`src/tun_pkg.sv`:
```
`default_nettype none
package tun_pkg;
   localparam int CoordW    = 16;
   localparam int EdgeW     = CoordW + 1;
   localparam int ProdW     = 2 * EdgeW;
   localparam int MagW      = ProdW;
   localparam int HalfW     = MagW / 2;
   localparam int SqW       = 2 * MagW;
   localparam int LenW      = SqW + 2;
   localparam int RootW     = LenW / 2;
   localparam int RemW      = RootW + 3;
   localparam int DivW      = RootW + 1;
   localparam int UnitShift = 14;
   localparam int QuotW     = UnitShift + 1;
   localparam int OutW      = 16;
   localparam int UnitOne   = 1 << UnitShift;
   localparam int Lanes     = 3;
   localparam int LaneLat   = 4;
   localparam int PipeLat   = 1 + LaneLat + 1 + RootW + QuotW + 1;

   typedef struct packed {
      logic            neg;
      logic [MagW-1:0] mag;
   } comp_type;

   typedef comp_type [Lanes-1:0] comp_vec_type;

   typedef struct packed {
      comp_vec_type comp;
      logic         degen;
   } side_type;
endpackage
`default_nettype wire

```
`src/tun_div.sv`:
```
`default_nettype none
module tun_div
   import tun_pkg::*;
(
   input  wire logic               clock,
   input  wire logic               ce,
   input  wire logic [RootW-1:0]   len,
   input  wire comp_type           comp,
   output logic signed [OutW-1:0]  norm
);
   logic [DivW-1:0]  r_ff   [QuotW];
   logic [QuotW-1:0] q_ff   [QuotW];
   logic [RootW-1:0] s_ff   [QuotW];
   logic             neg_ff [QuotW];
   logic [QuotW-1:0] mag;

   for (genvar k = 0; k < QuotW; k++) begin : g_stage
      logic [DivW-1:0]  r_cur, r_in;
      logic [QuotW-1:0] prev_q, q_in;
      logic [RootW-1:0] prev_s;
      logic             prev_neg;

      // The magnitude never exceeds the root, so the first step starts from it unshifted.
      if (k == 0) begin : g_first
         assign r_cur    = DivW'(comp.mag);
         assign prev_q   = '0;
         assign prev_s   = len;
         assign prev_neg = comp.neg;
      end else begin : g_next
         assign r_cur    = {r_ff[k-1][DivW-2:0], 1'b0};
         assign prev_q   = q_ff[k-1];
         assign prev_s   = s_ff[k-1];
         assign prev_neg = neg_ff[k-1];
      end

      always_comb begin
         if (r_cur >= DivW'(prev_s)) begin
            r_in = r_cur - DivW'(prev_s);
            q_in = {prev_q[QuotW-2:0], 1'b1};
         end else begin
            r_in = r_cur;
            q_in = {prev_q[QuotW-2:0], 1'b0};
         end
      end

      always_ff @(posedge clock) begin
         if (ce) begin
            r_ff[k]   <= r_in;
            q_ff[k]   <= q_in;
            s_ff[k]   <= prev_s;
            neg_ff[k] <= prev_neg;
         end
      end
   end

   assign mag  = (q_ff[QuotW-1] > QuotW'(UnitOne)) ? QuotW'(UnitOne) : q_ff[QuotW-1];
   assign norm = neg_ff[QuotW-1] ? -$signed(OutW'(mag)) : $signed(OutW'(mag));
endmodule
`default_nettype wire

```
`config.mk`:
```
export PLATFORM = sky130hd
export DESIGN_NAME = tun_div
export DESIGN_NICKNAME = d
export VERILOG_FILES = /design/src/tun_pkg.sv /design/src/tun_div.sv
export SDC_FILE = /design/constraint.sdc
export NUM_CORES = 2
export LEC_CHECK = 0
export BUFFER_PORTS_ARGS = -buffer_cell sky130_fd_sc_hd__clkbuf_2
export CORE_MARGIN = 1.5
export CORE_UTILIZATION = 28
export CTS_CLUSTER_SIZE = 20
export DETAILED_ROUTE_END_ITERATION = 8
export SLEW_MARGIN = 5
export SYNTH_ARGS = -nofsm -noshare
export SYNTH_HDL_FRONTEND = slang
export SYNTH_SLANG_ARGS = --single-unit
```
`constraint.sdc`:
```
create_clock -name clock -period 4.4 [get_ports clock]
set_input_delay 0.22 -clock clock [delete_from_list [all_inputs] [get_ports clock]]
set_output_delay 0.22 -clock clock [all_outputs]
set_load 0.05 [all_outputs]
```
# == Word-level counts from Yosys, hierarchy flattened ==
# Memories as Yosys holds them, arrays and structs flattened.
# Cells that the tools add are included.
# op_classes
n_mux,34
order_cmp,16
n_addsub,16
# op_table
cell,n
$mux 36,15
$ge 36x35->1,14
$sub 36x35->36,14
$sub 34x35->36,1
$ge 34x35->1,1
$mux 1,17
$mux 16,1
$neg 15->16,1
$gt 15x15->1 const B,1
$mux 15,1
# totals
wordCells,70
inputBits,72
ramBits,1305
out_inout_bits,16
n_memories,4
reg_bits,0
# mem_list
name,depth,word_bits,read_ports,rd_ports_with_merged_regs,wr,line_no,source
r_ff,15,36,14,0,15,tun_div.sv:11,logic [DivW-1:0] r_ff [QuotW];
s_ff,15,35,14,0,15,tun_div.sv:13,logic [RootW-1:0] s_ff [QuotW];
q_ff,15,15,15,0,15,tun_div.sv:12,logic [QuotW-1:0] q_ff [QuotW];
neg_ff,15,1,15,0,15,tun_div.sv:14,logic neg_ff [QuotW];

# == Depth between registers and ports, before layout ==
# An unclocked memory read counts as a cell.
# depth
depth_word,5
ltp_mapped,16
ltp_nobuf,14

# == Worst setup path after synthesis ==
# No wires, ideal clock.
# synth_timing
path_type,flip-flop to flip-flop
from,memory r_ff[1][144] (netlist name)
to,memory r_ff[1][187] (netlist name) (data pin)
path_buffers,2
period_less_slack_ns,3.648
t_arrival_ns,3.388
path_stages_with_launch,14
path_slack_ns,0.752
setup_ns,0.260
required_time_ns,4.140
path_cell_list,edfxtp_1 fa_1 a21o_1 a21oi_2 o21ai_2 a2111o_1 a41oi_2 o21ai_2 a211oi_4 o21ai_1 a211o_1 buf_6 buf_12 mux2_4
# synth_lines
item,line_no
start: declaration,tun_div.sv:11

==> metrics.txt <==
status=complete, no violations; drt pass-1 iters=8; Yosys Warn Count=0; HPWL after DPL=~120 mm; GRT overflow=0; Post-Route WL=approximately 150 mm; kind of critical path=reg -> reg; critical path's largest stage delay=between 0.5 and 0.6 ns; Die Ht=between 400 and 500 um; critical-path cell list=ha_1 > and3_1 > and2_1 > a221oi_1 > o221ai_1 > a31oi_1 > o31ai_2 > a31oi_1 > buf_4 > o311ai_4 > buf_12 > mux2_2; CTS tree=built; commonest non-fill, non-tap cells in the layout=edfxtp_1 (1115), inv_1 (658), ha_1 (524); NetSw=approximately 0.020 W; worst-skew pair later-pin latency=between 0.7 and 0.8 ns; Cell Pwr Density=698 nW/um2; most common cell after layout, fill and taps aside=edfxtp_1; initial antenna violation count=1; # rows=about 180; post-route cell area=about 77000 um2; clock root buffer=clkbuf_16; Die X=493 um; Die ar.=243000 um2; Worst Path Arrival=roughly 4.6 ns; PortBufs=between 80 and 90; predominant post-synthesis flop cell=edfxtp_1; Post-Synthesis Cells=6157; I/O Pins=88; Syn Nets=6767; WL per Instance=around 16 um; Num Clock Sinks=around 1100; largest net degree at the start of global routing=between 100 and 150; Routed Antenna Nets=0; cell area after placement=72000 um2; worst slew pin tran=between 1 and 1.5 ns; core area=roughly 240000 um2; minimum clock period=4.08 ns; most used cell, CP=a31oi_1; htree depth=3; Final setup viols=0; post-CTS setup buffers=0; Ant. Diodes=0; syn_area_per_cell=between 10 and 15 um2; critical path launch point type=flip-flop; RSZ-0062 raised after global routing=no; Synth Register Bits=approximately 1100; Max Freq=roughly 0.24 GHz; drt drc=0; Max VDD drop=about 360 uV; Reg power frac=32.7%; first-pass GRT wire length=243 mm; Yosys cell types=95; Worst Path Max Fanout=30; Fill cells=roughly 24000; synthesized cell area=between 60000 and 70000 um2; Starting Density=28.2%; total negative setup slack=0 ns; Max Root-Sink Buffers=3; worst min-delay path class=in -> reg; vias=about 46000; Combinational Power Share=approximately 48%; GR Util All Layers=12.2%; Via density=between 4 and 5; share of layout cells above drive strength 1=under 10%; Clk pwr share=between 10% and 20%; Post-synth EDFFs=about 1100; fin crit share=92.8%; Fin. Hold Viols=0; switching share of power=~37%; Post-synth ARST share=0%; Num CTS Buffers=120; clock skew=0.0333 ns; crit end category=flip-flop; Pleak=31.4 nW; critical path's slowest cell=o31ai_2; fin nets=between 6000 and 7000; routability cong.=0.922; initial drt markers=between 2000 and 3000; Layout area overhead=14.3%; Int Pwr=between 0.03 and 0.04 W; MaxCap Viol Count=0; overall power=between 0.05 and 0.06 W; Pins Over Slew Limit=0; Clock transition at path regs=0.06 ns; Slew headroom=a little over a quarter; Critical Path RT=slightly below 5 ns; vias in the first global route=~47000; sequential element share of the synthesized area=around half
[sequential cells by signal, summed over array words and instances, names as in the netlist]
| register | flops |
|---|---|
| r_ff | 490 |
| s_ff | 490 |
| q_ff | 120 |
| neg_ff | 15 |
[worst max-delay path: cells and delay by family, from the launching register on]
family / cells / cell delay (ns)
adders and majority gates: 1 / 0.39
DFF: 1 / 0.43
buffers and inverters: 2 / 0.42
and+or+nand+nor: 2 / 0.49
AOI/OAI and AO/OA: 6 / 1.71
muxes: 1 / 0.35
[power by group through the flow]
stage / sequential (W) / clock [W] / combinational, W
after floorplan: 0.0169 / 0 / 0.0196
after global placement: 0.0178 / 0 / 0.0250
after detailed placement: 0.0177 / 0 / 0.0254
after CTS: 0.0175 / 0.0107 / 0.0256
after global routing: 0.0178 / 0.0111 / 0.0285
final: 0.0175 / 0.0104 / 0.0257
[synth_stat cells, types with 67 or more instances]
| library cell | count | area share [%] |
|---|---|---|
| xnor2_1 | 271 | 3.5 |
| clkbuf_1 | 123 | 0.69 |
| xor2_1 | 160 | 2.1 |
| edfxtp_1 | 1115 | 50 |
| nand3_1 | 118 | 0.88 |
| nand2_1 | 403 | 2.3 |
| mux2_2 | 201 | 3.4 |
| nor3_1 | 68 | 0.51 |
| ha_1 | 524 | 9.8 |
| a31oi_1 | 67 | 0.62 |
| nor2_1 | 333 | 1.9 |
| a21oi_1 | 503 | 3.8 |
| o21ai_0 | 391 | 2.9 |
| inv_1 | 658 | 3.7 |
| nor2b_1 | 69 | 0.64 |
| nand4_1 | 82 | 0.76 |
| a21o_1 | 322 | 3.6 |
[final cells by class]
cell class / count / area, um2 / area share (%)
Sequential cell: 1115 / 33500 / 43.7
Multi-Input combinational cell: 4225 / 30600 / 39.8
Clock inverter: 73 / 907 / 1.18
Clock buffer: 147 / 3130 / 4.08
Inverter: 659 / 2470 / 3.23
Tap cell: 3167 / 3960 / 5.17
Timing Repair Buffer: 259 / 2190 / 2.85
[repair_timing]
item,in CTS,in global routing
hold buffers,70,0
hold endpoints to repair,71,0
resized for setup,0,0
setup endpoints to repair,0,0
[worst paths after layout]
kind                     start           end  slack, ns  depth (start not counted)
setup / recovery  r_ff[0][148]  r_ff[0][187]       0.32                         12
hold / removal              ce  s_ff[1][185]       0.04                          1
setup reg to reg  r_ff[0][148]  r_ff[0][187]       0.32                         12
hold reg to reg    q_ff[0][92]  q_ff[0][108]       0.41                          0
[routing by layer]
| layer | track usage (%) | routed length, um | up-vias |
|---|---|---|---|
| met4 | 6.33 | 8080 | 0 |
| met5 | 0 | 0 | - |
| met2 | 22.2 | 75500 | 976 |
| met3 | 1.65 | 4740 | 385 |
| li1 | - | - | 23000 |
| met1 | 13.8 | 64300 | 21500 |
[per-stage QoR]
step                worst slack [ns]  utilization, %  instances  hold WS (ns)
finish                         0.318            32.2       9645        0.0445
global placement               0.179            30.2       9355         0.404
detailed placement             0.245            30.2       9355         0.405
global route                  0.0406            32.2       9645        0.0358
CTS                            0.227            32.2       9645        0.0205
floorplan                      0.752               -       6157         0.319
[cell families after synthesis]
family	after synthesis	share of synthesized area [%]
buf+inv	817	4.73
simple gates	1308	9.25
compound gates	1706	16.1
xor+xnor	431	5.62
fa+ha+maj	538	10.2
flops	1115	49.9
mux	242	4.19
Note: power is estimated with default switching activity, not from simulation.
