<file path="src/tun_pkg.sv">
`default_nettype none
package tun_pkg;
   localparam int CoordW    = 16;
   localparam int EdgeW     = CoordW + 1;
   localparam int ProdW     = 2 * EdgeW;
   localparam int MagW      = ProdW;
   localparam int HalfW     = MagW / 2;
   localparam int SqW       = 2 * MagW;
   localparam int LenW      = SqW + 2;
   localparam int RootW     = LenW / 2;
   localparam int RemW      = RootW + 3;
   localparam int DivW      = RootW + 1;
   localparam int UnitShift = 14;
   localparam int QuotW     = UnitShift + 1;
   localparam int OutW      = 16;
   localparam int UnitOne   = 1 << UnitShift;
   localparam int Lanes     = 3;
   localparam int LaneLat   = 4;
   localparam int PipeLat   = 1 + LaneLat + 1 + RootW + QuotW + 1;

   typedef struct packed {
      logic            neg;
      logic [MagW-1:0] mag;
   } comp_type;

   typedef comp_type [Lanes-1:0] comp_vec_type;

   typedef struct packed {
      comp_vec_type comp;
      logic         degen;
   } side_type;
endpackage
`default_nettype wire

</file>
<file path="src/tun_cross.sv">
`default_nettype none
module tun_cross
   import tun_pkg::*;
(
   input  wire logic                    clock,
   input  wire logic                    ce,
   input  wire logic signed [EdgeW-1:0] a,
   input  wire logic signed [EdgeW-1:0] b,
   input  wire logic signed [EdgeW-1:0] c,
   input  wire logic signed [EdgeW-1:0] d,
   output comp_type                     comp,
   output logic [SqW-1:0]               sq
);
   logic signed [ProdW-1:0] pa_ff, pa_in, pb_ff, pb_in;
   comp_type                c1_ff, c1_in, c2_ff, c3_ff;
   logic [MagW-1:0]         hh_ff, hl_ff, ll_ff;
   logic [HalfW-1:0]        hi, lo;
   logic [SqW-1:0]          sq_ff, sq_in;
   logic signed [ProdW:0]   diff;
   logic [ProdW:0]          diff_mag;

   assign pa_in = ProdW'(a * b);
   assign pb_in = ProdW'(c * d);

   always_comb begin
      diff      = $signed({pa_ff[ProdW-1], pa_ff}) - $signed({pb_ff[ProdW-1], pb_ff});
      diff_mag  = diff[ProdW] ? (ProdW+1)'(-diff) : diff;
      c1_in.neg = diff[ProdW];
      c1_in.mag = diff_mag[MagW-1:0];
   end

   assign hi = c1_ff.mag[MagW-1:HalfW];
   assign lo = c1_ff.mag[HalfW-1:0];

   // The square is built from three registered half-width products, which are then summed.
   assign sq_in = {hh_ff, {MagW{1'b0}}} + (SqW'(hl_ff) << (HalfW + 1)) + SqW'(ll_ff);

   always_ff @(posedge clock) begin
      if (ce) begin
         pa_ff <= pa_in;
         pb_ff <= pb_in;
         c1_ff <= c1_in;
         hh_ff <= hi * hi;
         hl_ff <= hi * lo;
         ll_ff <= lo * lo;
         c2_ff <= c1_ff;
         sq_ff <= sq_in;
         c3_ff <= c2_ff;
      end
   end

   assign comp = c3_ff;
   assign sq   = sq_ff;
endmodule
`default_nettype wire

</file>
<file path="config.mk">
export PLATFORM = sky130hd
export DESIGN_NAME = tun_cross
export DESIGN_NICKNAME = d
export VERILOG_FILES = /design/src/tun_pkg.sv /design/src/tun_cross.sv
export SDC_FILE = /design/constraint.sdc
export NUM_CORES = 2
export LEC_CHECK = 0
export BUFFER_PORTS_ARGS = -buffer_cell sky130_fd_sc_hd__buf_2
export CORE_MARGIN = 5
export CORE_UTILIZATION = 55
export DETAILED_ROUTE_END_ITERATION = 12
export PLACE_DENSITY = 0.72
export SYNTH_ARGS = -nofsm -noshare
export SYNTH_HDL_FRONTEND = slang
export SYNTH_SLANG_ARGS = --single-unit
</file>
<file path="constraint.sdc">
create_clock -name clock -period 18.66 [get_ports clock]
set_input_delay 0.933 -clock clock [delete_from_list [all_inputs] [get_ports clock]]
set_output_delay 0.933 -clock clock [all_outputs]
set_load 0.01 [all_outputs]
</file>
# After elaboration in Yosys (flattened, before gate mapping)
# Index checks and enable logic that the tools add are counted.
# W data, S select, Z words.
dict set report word_totals {
  ff_bits 343
  out_inout_bits 103
  in_bits 70
}
dict set report classes {
  n_addsub 4
  mul 5
  n_mux 1
}
# operator count
set ops {}
lappend ops {{$mul A17 B17 Y34} 5}
lappend ops {{$add A68 B34 Y68} 1}
lappend ops {{$add A68 B52 Y68} 1}
lappend ops {{$sub A34 B34 Y35} 1}
lappend ops {{$mux W34} 1}
lappend ops {{$neg A34 Y34} 1}

# Logic depth before layout (Yosys ltp)
dict set report depth {
  ltp_word 3
  ltp_mapped 27
  ltp_nobuf 26
}

# Worst setup path before layout
# No wires, ideal clock.
dict set report synth_timing {
  path_kind {input port to flip-flop}
  from {input b[9]}
  to {register pa_ff[33] (data pin)}
  setup_ns 0.262
  t_arrival_ns 7.006
  path_slack_ns 11.392
  required_time_ns 18.398
  n_path_buf 2
  stages 26
  cell_sequence {clkbuf_1 > clkbuf_1 > nand2_1 > fa_1 > inv_1 > fa_1 > inv_1 > fa_1 > inv_1 > fa_1 > fa_1 > inv_1 > fa_1 > inv_1 > ha_1 > nand2_1 > a2bb2oi_1 > nor4b_1 > o31ai_1 > o31ai_1 > o2111ai_1 > a21oi_1 > o21bai_1 > and4_1 > nor3_1 > xnor2_1}
}
dict set report synth_via {
  elab_chain_cells 1
}
# element line
set synth_lines {}
lappend synth_lines {{from (decl)} tun_cross.sv:8} ;# input wire logic signed [EdgeW-1:0] b,
lappend synth_lines {{$mul A17 B17 Y34} tun_cross.sv:22} ;# assign pa_in = ProdW'(a * b);
lappend synth_lines {{via pa_in[33]} tun_cross.sv:14} ;# logic signed [ProdW-1:0] pa_ff, pa_in, pb_ff, pb_in;
lappend synth_lines {{to (signal assigned)} tun_cross.sv:40} ;# pa_ff <= pa_in;
lappend synth_lines {{to (decl)} tun_cross.sv:14}
# The timed path passes the listed nets, and every way through them passes these cells.
# A chain may end at the register's enable or synchronous reset.

# Worst setup path in the final report
dict set report layout_timing {
  from {register c1_ff[10] in the netlist's numbering}
  to {register ll_ff[33] (data pin)}
}
dict set report layout_via {
  elab_chain_cells 1
}
# element line
set layout_lines {}
lappend layout_lines {{from (decl)} tun_cross.sv:15} ;# comp_type c1_ff, c1_in, c2_ff, c3_ff;
lappend layout_lines {{from (signal assigned)} tun_cross.sv:42} ;# c1_ff <= c1_in;
lappend layout_lines {{$mul A17 B17 Y34} tun_cross.sv:45} ;# ll_ff <= lo * lo;
lappend layout_lines {{to (signal assigned)} tun_cross.sv:45}
lappend layout_lines {{to (decl)} tun_cross.sv:16} ;# logic [MagW-1:0] hh_ff, hl_ff, ll_ff;
# No other way between the ends.

==> impl_metrics.json <==
{
  "outcome": "finished clean",
  "rows": 122,
  "post-route-period-util_pct": 39.9,
  "drive_gt1_share_pct": 5.00,
  "tritoncts": "done",
  "count_of_buffers_added_by_post_cts_timing_repair_for_setup": 0,
  "drt_pre_antenna_iters": 5,
  "syn-instance-count": 6245,
  "critical_path.endpoint_type": "flip-flop",
  "path_max_fanout": 35,
  "max_cap_viol_count": 0,
  "cts-root-to-sink-buffers": 3,
  "die-area_um2": 119000,
  "mappedNetlistNets": 8074,
  "dieHeight_um": 345,
  "timing_worst_slew_pin_value_ps": 943,
  "synth-seq-cells": 337,
  "hp-class": "reg2reg",
  "worstPathArrival_ps": 7790,
  "synth_top_area_cell": "fa_1",
  "synthToLayoutAreaGrowth_pct": 5.81,
  "critical_path_required_ps": 18990,
  "io-pin-count": 173,
  "critPathBufInv": 6,
  "post-synth-top-area-fraction_pct": 38.9,
  "nets": 8126,
  "unrepaired_setup_endpoints_after_global_routing": "no",
  "maxSlewHeadroom_pct": 37.1,
  "critical_path.slowest_cell": "a2111oi_2",
  "gp_congestion": 0.906,
  "grt_start_max_net_pins": 89,
  "synth_cell_types": 90,
  "critPathTopFamily": "adder cells",
  "final_max_slew_viol_count": 0,
  "finClkSkew_ps": 28.1,
  "initial_antenna_violation_count": 5,
  "dr_total_vias": 41616,
  "clock-sinks": 337,
  "timing_hold_violations_final": 0,
  "final_core_utilization_pct": 58.8,
  "initial_core_util_pct": 55.6,
  "holdBufCountCts": 0,
  "die_width_um": 345,
  "globalRoute.totalOverflow": 0,
  "final.min_clock_period_ps": 7450,
  "synthTopCellsByCount": "inv_1, fa_1, nand2_1",
  "cts.reportedPaths.clkPinSlew_ps": 70,
  "grt_pass1_vias": 45326,
  "postRouteWirelength_um": 136000,
  "synth_area_leaders": "fa_1, edfxtp_1, ha_1, inv_1, and2_1",
  "critical_path.startpoint_type": "flip-flop",
  "synth_area_per_cell_um2": 9.88,
  "post_cts.resized_instances": 0,
  "dpl_cell_area_um2": 63900,
  "core_area_um2": 111000,
  "antenna_violating_nets_post_route": 0,
  "asyncSetResetFlopFracSynth_pct": 0,
  "detail_route.vias_per_cell": 5.32,
  "cts_root_buf": "clkbuf_16",
  "tritoncts.num_buffers": 40,
  "buffer_ports.inserted": 171,
  "fin_setup_tns_ps": 0,
  "timing.final.setup_violations": 0,
  "mappedNetlistArea_um2": 61700,
  "drc": 0,
  "synth_enable_flop_cells": 337,
  "main_synth_ff_type": "edfxtp_1",
  "num-fill-cells": 9432,
  "synth.most_common_cell": "inv_1",
  "avgRoutedWirePerCell_um": 17.4,
  "fin_area_um2": 65300,
  "cpPeakStageDelay_ps": 560,
  "worst_path_most_repeated_cell": "fa_1",
  "first_pass_grt_wire_length_um": 227000,
  "clk-insertion-delay-late_ps": 600,
  "dp.final_hpwl_um": 108000,
  "path_class": "reg2reg",
  "groute.usage.overall_pct": 23.8,
  "seq_area_frac_synth_pct": 16.4,
  "yosysWarnings": 0,
  "cts_htree_levels": 2,
  "fmaxAchievable_mhz": 134,
  "violation_count_after_the_first_detailed_routing_iteration": 2204
}
-- layout by cell type, fill, tap and decap left out, types with 12 or more instances in the layout --
master     synthesis  routed
o21a_1            28      28
buf_2              8     170
ha_1             561     561
and2_1           526     526
xnor2_1          203     203
o211ai_1          14      14
buf_4              3      40
nor3_1            40      40
nor2b_1           29      29
o21ai_0           95      95
nand2b_1          43      43
and3_1            24      24
a31oi_1           16      16
fa_1            1198    1198
inv_1           1500    1500
a211oi_1          16      16
a21oi_1          151     151
o21bai_1          28      28
nor2_1           189     189
nand2_1          663     663
edfxtp_1         337     337
xor2_1            75      75
or3_1             22      22
clkbuf_16          0      40
a21boi_0          12      12
a21o_1            73      73
nand3_1           40      40
-- worst reg2reg max path, stage by stage, from the launching register on --
cell       delay, ps
edfxtp_1         360
buf_4            310
nand2_1          190
inv_1             80
fa_1             540
inv_1             60
fa_1             490
fa_1             520
inv_1             60
fa_1             480
fa_1             530
inv_1             60
fa_1             480
inv_1             40
ha_1             340
and2_1           210
a221o_1          350
a21oi_1          170
o21ai_0           90
a311oi_1         330
o31ai_1          220
a2111oi_2        560
o311ai_1         210
a31o_2           270
a21oi_1          180
xnor2_1           80
-- worst paths after layout --
kind                  start   endpoint  slack (ps)  cells past startpoint
setup / recovery  c1_ff[10]  ll_ff[33]       11210                     25
hold / removal     ll_ff[2]      sq[2]         410                      0
setup reg to reg  c1_ff[10]  ll_ff[33]       11210                     25
hold reg to reg    ll_ff[2]      sq[2]         410                      0
-- cell families after synthesis --
logic type,synth area share [%]
muxes,0.0852
AOI/OAI and AO/OA,5.87
and+or+nand+nor,13.0
adders and majority gates,50.3
other,0.00608
DFF,16.4
xor gates and xnor gates,3.95
buffers and inverters,10.4
-- stage by stage --
step | instances | worst slack (ps) | hold slack (ps)
2_1_floorplan | 6245 | 11390 | 400
3_3_place_gp | 7743 | 10990 | 402
3_5_place_dp | 7743 | 10910 | 405
4_1_cts | 7814 | 11200 | 410
5_1_grt | 7816 | 10910 | 414
6_report | 7819 | 11210 | 412
-- final cells by class --
| type | count | area (µm²) | share of cell area [%] |
|---|---|---|---|
| inverter | 1502 | 5640 | 8.64 |
| multi-input combinational | 4205 | 45100 | 69.2 |
| antenna | 5 | 12.5 | 0.0192 |
| clock inverter | 26 | 310 | 0.475 |
| tap | 1488 | 1860 | 2.85 |
| sequential | 337 | 10100 | 15.5 |
| timing repair buffer | 211 | 1170 | 1.79 |
| clock buffer | 45 | 1020 | 1.56 |
-- registers in the layout, summed over array words and instances, names as in the netlist --
signal,count
pa_ff,34
pb_ff,34
c1_ff,35
hl_ff,34
c2_ff,35
hh_ff,32
ll_ff,32
comp,35
sq,66
-- layer usage --
| layer | routed length (µm) | GRT usage [%] | vias to the layer above | part of all wire [%] |
|---|---|---|---|---|
| met5 | 13 | 0.163 | - | 0.0095 |
| met2 | 70000 | 42.5 | 1086 | 51 |
| li1 | - | - | 19104 | - |
| met1 | 54100 | 30.0 | 21138 | 40 |
| met4 | 5160 | 8.19 | 2 | 3.8 |
| met3 | 6960 | 3.11 | 286 | 5.1 |
Power is left out: the tool's default activity adds up to more than one toggle a clock period on the data nets, which glitch-free logic cannot reach.
